`config.mk`:
```
export PLATFORM = sky130hd
export DESIGN_NAME = impedance_autorange_calibrate_core
export DESIGN_NICKNAME = d
export VERILOG_FILES = /design/src/sv/iac_pkg.sv /design/src/sv/impedance_autorange_calibrate_core.sv /design/src/sv/iac_datapath.sv /design/src/sv/iac_ctrl.sv
export SDC_FILE = /design/constraint.sdc
export NUM_CORES = 2
export LEC_CHECK = 0
export ABC_AREA = 0
export BUFFER_PORTS_ARGS = -buffer_cell sky130_fd_sc_hd__buf_4
export CAP_MARGIN = 20
export CORE_ASPECT_RATIO = 1.5
export CORE_MARGIN = 1
export CORE_UTILIZATION = 35
export DETAILED_ROUTE_END_ITERATION = 8
export PLACE_DENSITY_LB_ADDON = 0.2
export REMOVE_ABC_BUFFERS = 1
export SETUP_SLACK_MARGIN = 0.15
export SLEW_MARGIN = 25
export SYNTH_ARGS = -nofsm -noshare
export SYNTH_HDL_FRONTEND = slang
export SYNTH_SLANG_ARGS = --single-unit
```
`constraint.sdc`:
```
create_clock -name aclk -period 13.36 [get_ports aclk]
set_input_delay 2.672 -clock aclk [delete_from_list [all_inputs] [get_ports aclk]]
set_output_delay 2.672 -clock aclk [all_outputs]
set_load 0.02 [all_outputs]
```
`src/sv/iac_pkg.sv`:
```
// Package for the impedance auto-range calibration core: payload types,
// register indexes, reset values and controller commands. No dependencies.
package iac_pkg;

    localparam int NUM_RANGES_DEF = 4;
    localparam int CFG_IDX_W      = 3;
    localparam int CFG_DATA_W     = 24;
    localparam int MAG_W          = 24;
    localparam int NUM_W          = 48;

    localparam logic [CFG_IDX_W-1:0] REG_REF0   = 3'd0;
    localparam logic [CFG_IDX_W-1:0] REG_FLOOR0 = 3'd4;

    localparam logic [23:0] REF_RST0 = 24'd3650;
    localparam logic [23:0] REF_RST1 = 24'd36500;
    localparam logic [23:0] REF_RST2 = 24'd365000;
    localparam logic [23:0] REF_RST3 = 24'd1500000;
    localparam logic [23:0] FLR_RST0 = 24'd1000;
    localparam logic [23:0] FLR_RST1 = 24'd10000;
    localparam logic [23:0] FLR_RST2 = 24'd100000;
    localparam logic [23:0] FLR_RST3 = 24'd1000000;

    typedef struct packed {
        logic        func;
        logic [15:0] real_part;
        logic [15:0] imag_part;
    } iac_in_t;

    typedef struct packed {
        logic [31:0] impedance_ohms;
        logic [1:0]  range_used;
        logic        done_res;
        logic [1:0]  next_range;
        logic        zero_magnitude;
    } iac_out_t;

    // controller to datapath
    typedef struct packed {
        logic load;      // latch input, start magnitude
        logic sqrt_step; // one root iteration
        logic mul_step;  // form numerator and compare products
        logic div_step;  // one quotient bit
        logic finish;    // form result, update range state
    } iac_cmd_t;

    // datapath to controller
    typedef struct packed {
        logic sqrt_last;
        logic div_last;
    } iac_stat_t;

endpackage

```
`src/sv/impedance_autorange_calibrate_core.sv`:
```
// Top level of the impedance auto-range calibration core.
// Depends on iac_pkg, iac_ctrl and iac_datapath.
//
//  channel   signals                          request carries
//  s_        s_valid s_ready s_data           func, real_part, imag_part
//  m_        m_valid m_ready m_data           impedance, ranges, flags
//  cfg       cfg_we cfg_idx cfg_data          one 24-bit register write
//
// Each accepted request runs 24 root steps, one multiply/compare, 48
// restoring divide steps and a finish step. s_ready returns only after
// the finish step, so a new request is taken only once the last one is
// through. Reset is synchronous and restores register defaults and
// clears calibration. A result held by m_ready low stays in its register;
// the next request may run meanwhile and waits only at its finish step.
module impedance_autorange_calibrate_core
    import iac_pkg::*;
#(
    parameter int NUM_RANGES = NUM_RANGES_DEF
) (
    input  logic                  aclk,
    input  logic                  aresetn,
    input  logic                  s_valid,
    output logic                  s_ready,
    input  iac_in_t               s_data,
    output logic                  m_valid,
    input  logic                  m_ready,
    output iac_out_t              m_data,
    input  logic                  cfg_we,
    input  logic [CFG_IDX_W-1:0]  cfg_idx,
    input  logic [CFG_DATA_W-1:0] cfg_data
);
    iac_cmd_t  cmd;
    iac_stat_t stat;

    // sequence the shared root and divide loops
    iac_ctrl u_ctrl (
        .aclk, .aresetn, .s_valid, .s_ready, .m_valid, .m_ready,
        .stat, .cmd
    );

    // hold range state, calibration and arithmetic
    iac_datapath #(.NUM_RANGES(NUM_RANGES)) u_dp (
        .aclk, .aresetn, .cmd, .stat, .in_data(s_data),
        .cfg_we, .cfg_idx, .cfg_data, .out_data(m_data)
    );
endmodule

```
`src/sv/iac_datapath.sv`:
```
// Datapath: magnitude root, numerator multiply, restoring divider, range state.
// Depends on iac_pkg.
module iac_datapath
    import iac_pkg::*;
#(
    parameter int NUM_RANGES = NUM_RANGES_DEF
) (
    input  logic             aclk,
    input  logic             aresetn,
    input  iac_cmd_t         cmd,
    output iac_stat_t        stat,
    input  iac_in_t          in_data,
    input  logic             cfg_we,
    input  logic [CFG_IDX_W-1:0]  cfg_idx,
    input  logic [CFG_DATA_W-1:0] cfg_data,
    output iac_out_t         out_data
);
    localparam int RW = (NUM_RANGES > 1) ? $clog2(NUM_RANGES) : 1;
    localparam int CMP_W = NUM_W + 5;

    logic [23:0] ref_reg   [4];
    logic [23:0] floor_reg [4];
    logic [MAG_W-1:0] cal_reg [NUM_RANGES];
    logic [RW-1:0] range_reg;

    // root: 48-bit radicand, 24-bit root, two radicand bits per step
    logic [47:0] rad_reg;
    logic [25:0] rem_reg;
    logic [23:0] root_reg;
    logic [4:0]  cnt_reg;
    logic        func_reg;

    logic [NUM_W-1:0] num_reg;
    logic        acc_reg;
    logic [NUM_W-1:0] quo_reg;
    logic [MAG_W:0]   drem_reg;
    logic [5:0]  dcnt_reg;

    logic [15:0] abs_re, abs_im;
    logic [32:0] sumsq;
    logic [1:0]  reg_sel;
    logic [RW-1:0] range_last;
    logic [NUM_W-1:0] prod;
    logic [CMP_W-1:0] lhs_cmp, rhs_cmp;

    assign abs_re = in_data.real_part[15] ? 16'(-in_data.real_part) : in_data.real_part;
    assign abs_im = in_data.imag_part[15] ? 16'(-in_data.imag_part) : in_data.imag_part;
    assign sumsq  = 33'({16'd0, abs_re} * {16'd0, abs_re}) +
                    33'({16'd0, abs_im} * {16'd0, abs_im});
    assign reg_sel = 2'(range_reg);
    assign range_last = RW'(NUM_RANGES - 1);

    // 2*ref*cal against 21*floor*mag at full width
    assign prod    = {24'd0, ref_reg[reg_sel]} * {24'd0, cal_reg[range_reg]};
    assign lhs_cmp = {4'd0, prod, 1'b0};
    assign rhs_cmp = CMP_W'({24'd0, floor_reg[reg_sel]} * {24'd0, root_reg}) * CMP_W'(21);

    logic [25:0] trial;
    assign trial = {rem_reg[23:0], rad_reg[47:46]} - {root_reg, 2'b01};

    logic [MAG_W+1:0] dtrial;
    assign dtrial = {drem_reg, num_reg[NUM_W-1]} - {2'b00, root_reg};

    assign stat.sqrt_last = (cnt_reg == 5'd23);
    assign stat.div_last  = (dcnt_reg == 6'(NUM_W - 1));

    always_ff @(posedge aclk) begin
        if (!aresetn) begin
            ref_reg[0] <= REF_RST0; ref_reg[1] <= REF_RST1;
            ref_reg[2] <= REF_RST2; ref_reg[3] <= REF_RST3;
            floor_reg[0] <= FLR_RST0; floor_reg[1] <= FLR_RST1;
            floor_reg[2] <= FLR_RST2; floor_reg[3] <= FLR_RST3;
            for (int i = 0; i < NUM_RANGES; i++) cal_reg[i] <= '0;
            range_reg <= '0;
        end else begin
            if (cfg_we) begin
                if (cfg_idx < REG_FLOOR0)
                    ref_reg[cfg_idx[1:0]] <= cfg_data;
                else
                    floor_reg[cfg_idx[1:0]] <= cfg_data;
            end
            if (cmd.finish) begin
                if (!func_reg) cal_reg[range_reg] <= root_reg;
                if ((range_reg == range_last) || (func_reg && acc_reg && root_reg != '0))
                    range_reg <= '0;
                else
                    range_reg <= range_reg + 1'b1;
            end
        end
    end

    always_ff @(posedge aclk) begin
        if (cmd.load) begin
            rad_reg  <= {sumsq[31:0], 16'd0};
            rem_reg  <= '0;
            root_reg <= '0;
            cnt_reg  <= '0;
            func_reg <= in_data.func;
        end
        if (cmd.sqrt_step) begin
            rad_reg <= {rad_reg[45:0], 2'b00};
            cnt_reg <= cnt_reg + 1'b1;
            if (!trial[25]) begin
                rem_reg  <= trial;
                root_reg <= {root_reg[22:0], 1'b1};
            end else begin
                rem_reg  <= {rem_reg[23:0], rad_reg[47:46]};
                root_reg <= {root_reg[22:0], 1'b0};
            end
        end
        if (cmd.mul_step) begin
            num_reg  <= prod;
            acc_reg  <= (lhs_cmp < rhs_cmp);
            quo_reg  <= '0;
            drem_reg <= '0;
            dcnt_reg <= '0;
        end
        if (cmd.div_step) begin
            num_reg  <= {num_reg[NUM_W-2:0], 1'b0};
            dcnt_reg <= dcnt_reg + 1'b1;
            if (!dtrial[MAG_W+1]) begin
                drem_reg <= dtrial[MAG_W:0];
                quo_reg  <= {quo_reg[NUM_W-2:0], 1'b1};
            end else begin
                drem_reg <= {drem_reg[MAG_W-1:0], num_reg[NUM_W-1]};
                quo_reg  <= {quo_reg[NUM_W-2:0], 1'b0};
            end
        end
        if (cmd.finish) begin
            out_data.range_used <= 2'(range_reg);
            if (!func_reg) begin
                out_data.impedance_ohms <= '0;
                out_data.zero_magnitude <= 1'b0;
                out_data.done_res       <= (range_reg == range_last);
                out_data.next_range     <= (range_reg == range_last) ? 2'd0 : 2'(range_reg + 1'b1);
            end else begin
                logic dn;
                dn = (range_reg == range_last) || (acc_reg && root_reg != '0);
                out_data.zero_magnitude <= (root_reg == '0);
                if (root_reg == '0 || quo_reg[NUM_W-1:32] != '0)
                    out_data.impedance_ohms <= '1;
                else
                    out_data.impedance_ohms <= quo_reg[31:0];
                out_data.done_res   <= dn;
                out_data.next_range <= dn ? 2'd0 : 2'(range_reg + 1'b1);
            end
        end
    end
endmodule

```
`src/sv/iac_ctrl.sv`:
```
// Controller: sequences root, multiply, divide and result hand-off.
// Depends on iac_pkg.
module iac_ctrl
    import iac_pkg::*;
(
    input  logic      aclk,
    input  logic      aresetn,
    input  logic      s_valid,
    output logic      s_ready,
    output logic      m_valid,
    input  logic      m_ready,
    input  iac_stat_t stat,
    output iac_cmd_t  cmd
);
    localparam logic [2:0] ST_IDLE = 3'd0, ST_SQRT = 3'd1, ST_MUL = 3'd2,
                           ST_DIV = 3'd3, ST_FIN = 3'd4;

    logic [2:0] state_reg, state_next;
    logic       mvalid_reg, mvalid_next;

    assign s_ready = (state_reg == ST_IDLE);
    assign m_valid = mvalid_reg;

    always_comb begin
        state_next  = state_reg;
        mvalid_next = mvalid_reg && !m_ready;
        cmd = '0;
        case (state_reg)
            ST_IDLE: if (s_valid) begin
                cmd.load = 1'b1; state_next = ST_SQRT;
            end
            ST_SQRT: begin
                cmd.sqrt_step = 1'b1;
                if (stat.sqrt_last) state_next = ST_MUL;
            end
            ST_MUL: begin
                cmd.mul_step = 1'b1; state_next = ST_DIV;
            end
            ST_DIV: begin
                cmd.div_step = 1'b1;
                if (stat.div_last) state_next = ST_FIN;
            end
            ST_FIN: if (!mvalid_reg || m_ready) begin
                cmd.finish = 1'b1; mvalid_next = 1'b1; state_next = ST_IDLE;
            end
            default: state_next = ST_IDLE;
        endcase
    end

    always_ff @(posedge aclk) begin
        if (!aresetn) begin
            state_reg  <= ST_IDLE;
            mvalid_reg <= 1'b0;
        end else begin
            state_reg  <= state_next;
            mvalid_reg <= mvalid_next;
        end
    end
endmodule

```
# Yosys cells after proc, flatten, opt, wreduce, memory -nomap -nowiden
# Memories as Yosys holds them, arrays and structs flattened. A register that Yosys moved wholly into a read port is not among the register bits.
# Cells that the tools add are included.
dict set report classes {
  addsub 8
  n_mul 5
  order_cmp 2
  n_eq_ne 11
  n_mux 69
  n_reduce_logical 20
}
# op n
set ops {}
lappend ops {{$mux W48} 6}
lappend ops {{$mux W24} 8}
lappend ops {{$mul A24 B24 Y48} 2}
lappend ops {{$mux W25} 3}
lappend ops {{$reduce_or A24 Y1} 3}
lappend ops {{$mul A16 B16 Y32} 2}
lappend ops {{$lt A49 B53 Y1} 1}
lappend ops {{$mul A48 B5 Y53 const B} 1}
lappend ops {{$add A32 B32 Y32} 1}
lappend ops {{$mux W16} 2}
lappend ops {{$mux W32} 1}
lappend ops {{$neg A16 Y16} 2}
lappend ops {{$mux W1} 27}
lappend ops {{$sub A26 B24 Y26} 1}
lappend ops {{$sub A26 B26 Y26} 1}
lappend ops {{$logic_not A24 Y1} 1}
lappend ops {{$mux W2} 12}
lappend ops {{$reduce_bool A24 Y1} 1}
lappend ops {{$reduce_bool A16 Y1} 1}
lappend ops {{$pmux W3 S5} 1}
lappend ops {{$mux W3} 4}
lappend ops {{$mux W6} 2}
lappend ops {{$mux W5} 2}
lappend ops {{$add A6 B1 Y6 const B} 1}
lappend ops {{other kinds (18)} 29}
dict set report word_totals {
  regBits 258
  ramBits 288
  out_inout_bits 40
  wordCells 138
  n_memories 3
}
# memory words width rd rd_ports_with_merged_regs write_ports line_no
set mem_list {}
lappend mem_list {u_dp.cal_reg 4 24 1 1 4 iac_datapath.sv:23} ;# logic [MAG_W-1:0] cal_reg [NUM_RANGES];
lappend mem_list {u_dp.floor_reg 4 24 1 1 4 iac_datapath.sv:22} ;# logic [23:0] floor_reg [4];
lappend mem_list {u_dp.ref_reg 4 24 1 1 4 iac_datapath.sv:21} ;# logic [23:0] ref_reg [4];

# Depth between registers and ports, before layout
dict set report depth {
  ltp_word 9
  mapped_depth 57
  ltp_nobuf 52
}

# Hierarchy
# Synthesis repeated with hierarchy kept, for this count alone.
dict set report hier_totals {
  hier_cells 8519
  hier_area_um2 83684.0
}
# module instances cells_each area_per_inst_um2 seq_area_each_um2
set by_module_without_submodules {}
lappend by_module_without_submodules {iac_datapath 1 8494 83432.5 16285.6}
lappend by_module_without_submodules {iac_ctrl 1 25 251.5 80.1}

# Worst setup path after synthesis
# OpenSTA, ideal clock, no wires.
dict set report synth_timing {
  path_kind {register to register}
  startpoint {reg (tool-made name)}
  endpoint {reg u_dp.acc_reg, data pin}
  setup_time_ns 0.272
  t_arrival_ns 12.405
  setup_slack_ns 0.683
  path_stages_with_launch 50
  path_cell_list {dfxtp_1 -> buf_2 -> buf_2 -> buf_1 -> mux4_2 -> clkbuf_1 -> and2_1 -> fa_1 -> inv_1 -> fa_1 -> fa_1 -> fa_1 -> fa_1 -> inv_1 -> fa_1 -> inv_1 -> fa_1 -> inv_1 -> [14 not listed] -> ha_1 -> clkbuf_1 -> a21o_1 -> a21oi_1 -> nor3b_1 -> o21ai_0 -> a311oi_1 -> o21ai_1 -> a21oi_1 -> xor2_1 -> ha_1 -> and4_1 -> nand4_1 -> nor4_1 -> a31oi_1 -> a21oi_1 -> o21ai_0 -> or4_1}
}
# element line_no
set synth_lines {}
lappend synth_lines {{end signal: assignment} iac_datapath.sv:113} ;# acc_reg <= (lhs_cmp < rhs_cmp);
lappend synth_lines {{end: declaration} iac_datapath.sv:34} ;# logic acc_reg;

==> key figures <==
Routing
  • Routed wire per std cell: 21.6 um
  • Drt total wl: 253 mm
  • Routed via count: 59,000
  • DRC: 0
  • Pre-antenna DRT Iters: 8
  • Vias per cell: 5.04
  • Number of routed nets with antenna violations: 0
  • Starting DRT DRC Count: 2,895

Global routing
  • Congestion Overflow GR: 0
  • Largest net degree at the start of global routing: 96
  • Number of global-route vias before repair: 66,500
  • Initial antenna violation count: 7
  • GRT Util Overall: 0.215
  • First-pass GRT wire length: 393 mm

Yosys
  • Netlist cell types: 87
  • Number of flops mapped to enable cells by yosys: 539
  • Post-synthesis sequential area ratio: 0.196
  • Most common cell in the netlist: inv_1
  • Area share of the largest cell type after synthesis: 0.335
  • Ys flop type: edfxtp_1
  • Post-synth ARST share: 0
  • Post-synth top cells: inv_1 (1,767), fa_1 (1,395), nand2_1 (919)
  • Mapped Area: 83,500 sq um
  • Synth top area cells: fa_1 (33%), edfxtp_1 (19%), ha_1 (12%)
  • Yosys warnings: 0
  • Cell taking the most area after synthesis: fa_1
  • Synth Register Bits: 548
  • Synthesized area per cell: 9.83 sq um
  • Synthesized instance count: 8,493

Critical path
  • Critical path arrival: 13,040 ps
  • Worst path max stage delay: 550 ps
  • Critical path buffer and inverter count: 7
  • Kind of critical path: flip-flop to flip-flop
  • Setup crit start kind: flip-flop
  • CP top delay family: adder cells
  • Worst path slowest cell: fa_1
  • Max FO, Critical Path: 23
  • Setup crit end kind: flip-flop
  • Required @ worst endpoint: 13,760 ps
  • Most numerous cell on the critical path: fa_1

Floorplanning
  • Initial core utilization: 0.352
  • IO Count: 105
  • Die area: 240,000 sq um
  • # rows: 219
  • Core Area: 237,000 sq um
  • Die Height: 600 um
  • Die Span X: 401 um

Placement
  • Post-DP HPWL: 208 mm
  • Post-place setup slack: 138 ps
  • Routability cong.: 0.941
  • Buffers added on ports: 104

CTS
  • Clock latency on the worst-skew pair: 680 ps
  • CTS Buffer Depth: 3
  • Num CTS Buffers: 55
  • CTS Root Cell: clkbuf_16
  • CTS Sinks: 548
  • Clock-pin slew on the worst setup and hold paths: 70 ps
  • TritonCTS clock tree: yes
  • Cts hold-fix bufs: 0
  • H-tree levels: 2

Cells and area
  • Area delta synth->final: 8.78%
  • Register Area: 16,400 sq um
  • Nets: 10,800
  • Layout cells sized above 1: 0.0701
  • Area taken by multi-input logic gates: 59,300 sq um
  • Filler cell count: 23,700

Run
  • Maximum Capacitance Violations: 0

Timing
  • Crit share post-route: 0.946
  • Fmax: 79.1 MHz
  • Final setup fails: 0
  • Worst Skew: 26.0 ps
  • Slew headroom: 0.257
  • Final worst slack: 719 ps
  • Unrepaired setup endpoints after global routing: no
  • Final Critical Period: 12,640 ps
  • Worst Tran Pin Value: 1120 ps
  • Hold Vio Cnt, Final: 0
  • Max-slew violation count: 0

Min path
  • Worst min-delay path category: flip-flop to flip-flop
  • Hold path start: u_dp.num_reg[0]$_SDFFE_PP0P_

Outcome
  • Status: complete, no violations
[cells by family after synthesis]
logic type               Yosys count  synth area share
AND/OR/NAND/NOR                 2406             0.140
multiplexers                      91            0.0198
buffers and inverters           2166            0.0976
AO/OA/AOI/OAI                    842            0.0668
XOR/XNOR                         263            0.0277
other                              2         0.0000900
adder cells (fa/ha/maj)         2175             0.452
flip-flops                       548             0.196
[worst register-to-register path: cells and delay by family (launching register included)]
family,cells,cell delay (ps)
AOI/OAI and AO/OA,18,3750
xor gates and xnor gates,1,100
adders and majority gates,13,5130
buffers and inverters,7,800
DFF,1,370
muxes,1,530
and+or+nand+nor,7,1700
[worst paths after layout]
check,end,cells past startpoint,slack (ps)
min,u_dp.num_reg[0]$_SDFFE_PP0P_,2,520
min reg2reg,u_dp.num_reg[0]$_SDFFE_PP0P_,2,520
max reg2reg,u_dp.acc_reg$_DFFE_PP_,47,720
max,u_dp.acc_reg$_DFFE_PP_,47,720
[placed cells by master, fill, tap and decap left out, types with 14 or more instances in the layout]
master,instances
and3_1,71
o21ai_1,19
xnor2_1,156
nor2_1,396
o31ai_1,34
nand3_1,81
a31oi_1,25
mux2_2,15
a22o_1,46
nand2_1,918
inv_1,1767
o21ai_0,104
edfxtp_1,539
a21oi_1,219
nor2b_1,97
nand4_1,39
a21o_1,136
conb_1,25
xor2_1,104
ha_1,779
buf_4,362
mux4_2,58
o21bai_1,36
nor3_1,29
fa_1,1395
nand2b_1,59
o211ai_1,14
mux2i_1,18
clkbuf_16,55
or3_1,52
and2_1,555
a211oi_1,22
o21a_1,73
nor4_1,43
clkinv_1,28
[timing repair]
action / 4_1_cts / 5_1_grt
resized for setup: 1 / 22
buffers inserted: 0 / 8
endpoints found under the setup margin: 1 / 1
pin swaps: 0 / 4
cloned: 0 / 0
[per-layer routing]
layer | vias to the layer above | share of wire | wire (um) | GRT usage
li1 | 26700 | - | - | -
met1 | 30600 | 0.35 | 88400 | 0.221
met2 | 1210 | 0.55 | 140000 | 0.423
met3 | 545 | 0.023 | 5950 | 0.0109
met4 | 0 | 0.075 | 19100 | 0.138
met5 | - | 0 | 0 | 0
[stage by stage]
| stage | setup TNS (ps) | area, sq um | util | std cells | hold slack [ps] |
|---|---|---|---|---|---|
| floorplan | -1500 | 82100 | - | 8134 | 447 |
| global placement | 0 | 88800 | 0.375 | 11600 | 492 |
| detailed placement | 0 | 88800 | 0.375 | 11600 | 507 |
| CTS | 0 | 90600 | 0.382 | 11700 | 516 |
| global route | 0 | 90800 | 0.383 | 11700 | 532 |
| finish | 0 | 90800 | 0.383 | 11700 | 518 |
[area by class of cell]
cell class                 count  area share
multi-input combinational   5802       0.653
sequential                   548       0.180
inverter                    1784      0.0738
clock inverter                40     0.00424
tap                         3094      0.0426
clock buffer                  60      0.0154
antenna                        8    0.000221
timing repair buffer         365      0.0305
Power is left out: the tool's default activity adds up to more than one toggle a clock period on the data nets, which glitch-free logic cannot reach.
